===== src/sv/qte_pkg.sv =====
// ----------------------------------------------------------------------------
// qte_pkg
// Shared widths, constants and the CORDIC angle table of the quaternion to
// Euler angle unit.
// ----------------------------------------------------------------------------
package qte_pkg;

	// quaternion component width, Q1.14
	localparam int QW = 16;
	// rotation matrix term width, Q.28 with headroom for CORDIC gain
	localparam int VEC_W = 37;
	// saturated asin argument, -2^28 .. 2^28, signed
	localparam int T_W = 30;
	// radicand of the square root, 0 .. 2^56
	localparam int RAD_W = 57;
	// square root result, 0 .. 2^28
	localparam int ROOT_W = 29;
	// one root bit per stage
	localparam int SQRT_STAGES = ROOT_W;
	// angle accumulator width, Q.20
	localparam int ANG_W = 24;

	localparam int ROLL_W  = 16;
	localparam int PITCH_W = 15;

	localparam int PI_Q13      = 25736;
	localparam int HALF_PI_Q13 = 12868;
	localparam logic signed [ANG_W-1:0] HALF_PI_Q20 = ANG_W'(1647099);

	typedef enum logic {
		FRAME_ENU = 1'b0,
		FRAME_NUE = 1'b1
	} frame_t;

	// atan(2^-i) in Q.20, rounded
	function automatic logic signed [ANG_W-1:0] atan_q20(input int unsigned i);
		logic signed [ANG_W-1:0] a;
		case (i)
			0:       a = ANG_W'(823550);
			1:       a = ANG_W'(486170);
			2:       a = ANG_W'(256879);
			3:       a = ANG_W'(130396);
			4:       a = ANG_W'(65451);
			5:       a = ANG_W'(32757);
			6:       a = ANG_W'(16383);
			7:       a = ANG_W'(8192);
			8:       a = ANG_W'(4096);
			9:       a = ANG_W'(2048);
			10:      a = ANG_W'(1024);
			11:      a = ANG_W'(512);
			12:      a = ANG_W'(256);
			13:      a = ANG_W'(128);
			14:      a = ANG_W'(64);
			15:      a = ANG_W'(32);
			16:      a = ANG_W'(16);
			17:      a = ANG_W'(8);
			18:      a = ANG_W'(4);
			19:      a = ANG_W'(2);
			20:      a = ANG_W'(1);
			default: a = '0;
		endcase
		return a;
	endfunction

endpackage


===== src/sv/qte_cordic.sv =====
// ----------------------------------------------------------------------------
// qte_cordic
// Vectoring CORDIC atan2: quadrant fold stage, one stage per iteration and a
// rounding and saturation stage.
// ----------------------------------------------------------------------------
module qte_cordic import qte_pkg::*; #(
	parameter int STEPS = 16,
	parameter int LIM   = 25736,
	parameter int OUT_W = 16
) (
	input  logic                     clk,
	input  logic                     en,
	input  logic signed [VEC_W-1:0]  vx,
	input  logic signed [VEC_W-1:0]  vy,
	output logic signed [OUT_W-1:0]  angle
);

	logic signed [VEC_W-1:0] x_s [STEPS+1];
	logic signed [VEC_W-1:0] y_s [STEPS+1];
	logic signed [ANG_W-1:0] z_s [STEPS+1];
	logic                    zero_s [STEPS+1];

	// fold left half plane by a quarter turn
	always_ff @(posedge clk) begin
		if (en) begin
			zero_s[0] <= (vx == '0) && (vy == '0);
			if (vx < 0) begin
				if (vy >= 0) begin
					x_s[0] <= vy;
					y_s[0] <= -vx;
					z_s[0] <= HALF_PI_Q20;
				end else begin
					x_s[0] <= -vy;
					y_s[0] <= vx;
					z_s[0] <= -HALF_PI_Q20;
				end
			end else begin
				x_s[0] <= vx;
				y_s[0] <= vy;
				z_s[0] <= '0;
			end
		end
	end

	// micro-rotations
	for (genvar i = 0; i < STEPS; i++) begin : g_iter
		localparam logic signed [ANG_W-1:0] A = atan_q20(i);
		always_ff @(posedge clk) begin
			if (en) begin
				zero_s[i+1] <= zero_s[i];
				if (y_s[i] >= 0) begin
					x_s[i+1] <= x_s[i] + (y_s[i] >>> i);
					y_s[i+1] <= y_s[i] - (x_s[i] >>> i);
					z_s[i+1] <= z_s[i] + A;
				end else begin
					x_s[i+1] <= x_s[i] - (y_s[i] >>> i);
					y_s[i+1] <= y_s[i] + (x_s[i] >>> i);
					z_s[i+1] <= z_s[i] - A;
				end
			end
		end
	end

	logic signed [ANG_W:0] zr, zsh;
	logic signed [ANG_W:0] ang_c;

	// Q.20 to Q.13 with rounding, then limit
	always_comb begin
		zr  = (ANG_W+1)'(z_s[STEPS]) + (ANG_W+1)'(64);
		zsh = zr >>> 7;
		if (zero_s[STEPS])
			ang_c = '0;
		else if (zsh > (ANG_W+1)'(LIM))
			ang_c = (ANG_W+1)'(LIM);
		else if (zsh < -(ANG_W+1)'(LIM))
			ang_c = -(ANG_W+1)'(LIM);
		else
			ang_c = zsh;
	end

	always_ff @(posedge clk) begin
		if (en)
			angle <= OUT_W'(ang_c);
	end

endmodule


===== config.mk =====
export PLATFORM = sky130hd
export DESIGN_NAME = qte_cordic
export DESIGN_NICKNAME = d
export VERILOG_FILES = /design/src/sv/qte_pkg.sv /design/src/sv/qte_cordic.sv
export SDC_FILE = /design/constraint.sdc
export NUM_CORES = 2
export LEC_CHECK = 0
export BUFFER_PORTS_ARGS = -buffer_cell sky130_fd_sc_hd__buf_4
export CAP_MARGIN = 40
export CORE_AREA = 2 2 445 447
export CTS_BUF_LIST = sky130_fd_sc_hd__clkbuf_4 sky130_fd_sc_hd__clkbuf_8
export DETAILED_ROUTE_END_ITERATION = 10
export DIE_AREA = 0 0 447 449
export GPL_TIMING_DRIVEN = 0
export HOLD_SLACK_MARGIN = 0.12
export PLACE_DENSITY = 0.8
export SYNTH_ARGS = -nofsm -noshare
export SYNTH_HDL_FRONTEND = slang
export SYNTH_SLANG_ARGS = --single-unit

===== constraint.sdc =====
create_clock -name clk -period 7.9 [get_ports clk]
set_input_delay 0.79 -clock clk [delete_from_list [all_inputs] [get_ports clk]]
set_output_delay 0.79 -clock clk [all_outputs]
set_load 0.05 [all_outputs]

Yosys cells after proc, flatten, opt, wreduce, memory -nomap -nowiden
Memory sizes are Yosys's and may differ from the RTL's.
Cells that the tools add are included.
{"block": "op_classes", "n_addsub": 98, "n_lt_le_gt_ge": 20, "bitwise": 54, "n_reduce_logical": 5, "muxes": 165}
{"cell": "$mux 37", "count": 36}
{"cell": "$ge 37x1->1 const B", "count": 17}
{"cell": "$mux 24", "count": 18}
{"cell": "$mux 1", "count": 109}
{"cell": "$add 37x22->37", "count": 2}
{"cell": "$add 37x23->37", "count": 2}
{"cell": "$add 37x24->37", "count": 2}
{"cell": "$add 37x25->37", "count": 2}
{"cell": "$add 37x26->37", "count": 2}
{"cell": "$add 37x27->37", "count": 2}
{"cell": "$add 37x28->37", "count": 2}
{"cell": "$add 37x29->37", "count": 2}
{"cell": "$add 37x30->37", "count": 2}
{"cell": "$add 37x31->37", "count": 2}
{"cell": "$add 37x32->37", "count": 2}
{"cell": "$add 37x33->37", "count": 2}
{"cell": "$add 37x34->37", "count": 2}
{"cell": "$add 37x35->37", "count": 2}
{"cell": "$add 37x36->37", "count": 2}
{"cell": "$logic_not 37->1", "count": 2}
{"cell": "$neg 37->37", "count": 2}
{"cell": "$sub 37x22->37", "count": 2}
{"cell": "$sub 37x23->37", "count": 2}
{"cell": "$sub 37x24->37", "count": 2}
{"cell": "54 further kinds", "count": 122}
{"block": "totals", "n_memories": 4, "elab_cells": 349, "out_inout_bits": 16, "ff_bits": 16, "inputBits": 76, "ramBits": 1683}
{"memory": "x_s", "words": 17, "word_bits": 37, "rd": 16, "rd_clocked_by_memory_dff": 0, "wr": 17, "line": "qte_cordic.sv:18", "text": "logic signed [VEC_W-1:0] x_s [STEPS+1];"}
{"memory": "y_s", "words": 17, "word_bits": 37, "rd": 16, "rd_clocked_by_memory_dff": 0, "wr": 17, "line": "qte_cordic.sv:19", "text": "logic signed [VEC_W-1:0] y_s [STEPS+1];"}
{"memory": "z_s", "words": 17, "word_bits": 24, "rd": 17, "rd_clocked_by_memory_dff": 0, "wr": 17, "line": "qte_cordic.sv:20", "text": "logic signed [ANG_W-1:0] z_s [STEPS+1];"}
{"memory": "zero_s", "words": 17, "word_bits": 1, "rd": 17, "rd_clocked_by_memory_dff": 0, "wr": 17, "line": "qte_cordic.sv:21", "text": "logic zero_s [STEPS+1];"}

Longest topological paths before layout
{"block": "logic_depth", "depth_word": 7, "mapped_depth": 22, "depth_no_buf": 22}

Worst setup path before layout
Ideal clock, no wire load.
{"block": "synth_timing", "path_type": "in2reg", "startpoint": "in en", "endpoint": "mem z_s[5][22] (data pin)", "t_arrival_ps": 5435, "cell_stages": 19, "setup_ps": 266, "n_path_buf": 4, "t_required_ps": 7634, "setup_slack_ps": 2199, "cell_sequence": "clkbuf_1 > clkbuf_1 > clkbuf_1 > nand2_1 > clkinv_1 > clkbuf_1 > ha_1 > a21o_1 > a21oi_1 > nor2b_1 > o21a_1 > o41ai_2 > o21ai_0 > or4b_2 > a31oi_1 > o21ai_0 > a2111oi_0 > nor3_1 > xor2_1"}
{"element": "from (decl)", "line": "qte_cordic.sv:12", "text": "input logic en,"}
{"element": "to (decl)", "line": "qte_cordic.sv:20"}

==> impl_metrics.csv <==
group,metric,value,unit
detailed_routing,wl_per_cell,21.2,um
sta,relSlewSlack,33.2,%
synthesis,synth_area_leaders,"edfxtp_1, ha_1, xnor2_1",
clock_tree,clock_latency,1.05,ns
synthesis,synthArstFlopShare,0,%
worst_setup_path,rr_startpoint,"y_s[10][36]",
synthesis,synth.ff_latch_count,1464,
clock_tree,numCtsBuffers,276,
grt,grt_pass1_wl,546000,um
detailed_routing,ant_nets,0,
placed_design,portBuffers,90,
run_status,status,"finished clean",
detailed_routing,wl,350000,um
synthesis,yosysTopAreaCell,"edfxtp_1",
placed_design,place.gp.congestion,1.01,
synthesis,synth_top_cell_area_share,35.3,%
placed_design,dpl.hpwl,278000,um
clock_tree,cts_root_buf,"clkbuf_8",
detailed_routing,drtPass1Iterations,9,
cells_and_area,final-seq-area,44000,um2
cells_and_area,final_cell_mix,"edfxtp_1, a21oi_1, ha_1, xnor2_1, nor2_1",
worst_setup_path,rrSetupSlack,1.30,ns
hold_path,hold_path_class,"primary input to flip-flop",
hold_path,hold_depth,3,
hold_path,min_to,"x_s[0][26]",
worst_setup_path,crit_path_end_kind,"flip-flop",
detailed_routing,num_vias,105000,
clock_tree,cts_setup_buffers,0,
cells_and_area,final_common_cell,"edfxtp_1",
sta,fmaxAchievable,131,MHz
sta,finalWorstPathRequiredPeriod,7.65,ns
synthesis,yosys_most_used_dff,"edfxtp_1",
sta,final-hold-violation-count,0,
worst_setup_path,crit_type,"primary input to flip-flop",
synthesis,syn-instance-count,13200,
synthesis,syn_avg_cell_area,9.45,um2
synthesis,seq_area_frac_synth,35.3,%
sta,worst_slack,0.247,ns
sta,grt_setup_unrepaired,"false",
grt,grt_max_degree,75,
cells_and_area,nFillCells,15200,
detailed_routing,drt_iter0_drc,9087,
cells_and_area,drive_gt1_share,4.97,%
clock_tree,cts.sinks,1464,
placed_design,place_ws,-1.40,ns
synthesis,synth_fp_nets,14700,
synthesis,synth_area,125000,um2
cells_and_area,final_nets,15100,
worst_setup_path,r2r_end,"y_s[11][36]",
cells_and_area,multi_input_area,77400,um2
grt,antenna_found_initial,5,
sta,tightest_slew,0.976,ns
sta,fin_crit_sh,96.9,%
sta,finClkSkew,0.0793,ns
detailed_routing,vias_per_cell,6.33,
cells_and_area,syn2layout_area_growth,8.72,%
die,core_area,196000,um2
clock_tree,cts_tree,"done",
grt,grt-ovfl-total,0,
die,dieWidth,447,um
detailed_routing,drc,0,
grt,grt_pass1_vias,102000,
die,dieArea,201000,um2
die,num_rows,163,
synthesis,synth.distinct_cells,81,
clock_tree,htree_num_levels,5,
hold_path,holdCritStartpoint,"vy[26]",
worst_setup_path,worstPathMaxFanout,34,
worst_setup_path,rr_worst_depth,19,
job,max-cap-violations,0,
worst_setup_path,crit_required,8.67,ns
synthesis,synth_edf_count,1464,
synthesis,yosys_warnings,0,
sta,setup_viol,0,
sta,slew_violations,0,
grt,grt.total_usage,34.0,%
die,die_h,449,um
clock_tree,clk_path_buf_depth,4,
die,initial_core_util,63.5,%
worst_setup_path,cp-start-kind,"primary input",
worst_setup_path,arrival,8.42,ns
die,ios,92,
clock_tree,clkTransAtPathRegs,0.06,ns
-- Yosys cell counts, types with 191 or more instances --
| cell type | number |
|---|---|
| nor3_1 | 275 |
| o21ai_0 | 844 |
| a21oi_1 | 1378 |
| o31ai_1 | 205 |
| nand3_1 | 196 |
| o21bai_1 | 196 |
| edfxtp_1 | 1464 |
| a21o_1 | 585 |
| ha_1 | 1359 |
| nand2b_1 | 222 |
| xor2_1 | 700 |
| nor2_1 | 1047 |
| clkbuf_1 | 246 |
| nor2b_1 | 191 |
| inv_1 | 590 |
| xnor2_1 | 1259 |
| nand2_1 | 761 |
-- flip-flops by register name, summed over array words and instances, names as in the netlist --
name	flops
angle	16
x_s	541
y_s	555
z_s	335
zero_s	17
-- metrics by stage --
stage	TNS, ns	area, um2	hold slack [ns]	cells	utilization [%]
after CTS	0	135000	0.120	16500	69.1
after floorplan	0	125000	0.400	13200	-
final	0	136000	0.197	16500	69.1
after global placement	-1567.75	129000	0.401	15900	65.6
after global routing	0	135000	0.150	16500	69.1
after detailed placement	-64.26	130000	0.405	16000	66.0
-- worst max-delay path: stages --
cell and delay (ns):
buf_4 0.38, clkbuf_1 0.58, buf_8 0.34, clkbuf_4 0.56
nand2_1 0.17, clkbuf_1 0.23, buf_6 0.21, clkbuf_1 0.29
buf_8 0.25, nand2_1 0.07, o21ai_0 0.19, fa_1 0.49
a21o_1 0.19, a211oi_1 0.31, o21ai_0 0.19, a31oi_1 0.35
a21oi_1 0.18, o41ai_1 0.71, a211oi_1 0.19, nor3_1 0.44
o21ai_0 0.24, a221o_1 0.33, a21oi_1 0.19, xor2_1 0.46
-- routing by layer --
layer  track usage (%)  vias up  share of wire, %
li1                  -    49700                 -
met1              40.0    49400                38
met2              58.1     4196                48
met3              4.85     1270               6.5
met4              21.6        0               7.1
met5                 0        -                 0
-- logic make-up (layout without fill, tap and decap cells) --
family          count (synthesis)  in the layout  synth area share [%]
other cells                     0             14                     0
fa+ha+maj                    1408           1408                  14.4
compound gates               4071           4071                  20.4
xor+xnor                     1959           1959                  13.8
buf+inv                       874           1537                  2.63
flops                        1464           1464                  35.3
mux                            63             63                 0.527
simple gates                 3353           3353                  13.0
-- worst max path at each step --
stage	start	to	slack, ns
3_3_place_gp	en	x_s[2][33]	-3.77
2_1_floorplan	en	z_s[5][22]	2.20
3_5_place_dp	en	y_s[11][36]	-1.40
6_report	en	y_s[11][36]	0.25
4_1_cts	en	y_s[11][36]	0.54
5_1_grt	en	y_s[11][36]	0.25
-- repair_timing --
item                                   in CTS  in global routing
hold buffers                               57                  0
setup endpoints to repair                  10                  0
resized for setup                           1                  0
endpoints found under the hold margin      53                  0
-- cell type report --
cell class / instances / area share (%)
multi-input combinational: 10900 / 57.1
inverter: 604 / 1.67
buffer: 269 / 0.800
clock inverter: 130 / 0.762
clock buffer: 338 / 3.18
timing repair buffer: 196 / 1.56
antenna: 14 / 0.0259
tap: 2640 / 2.44
sequential: 1464 / 32.4
Power is left out: the tool's default activity adds up to more than one toggle a clock period on the data nets, which glitch-free logic cannot reach.
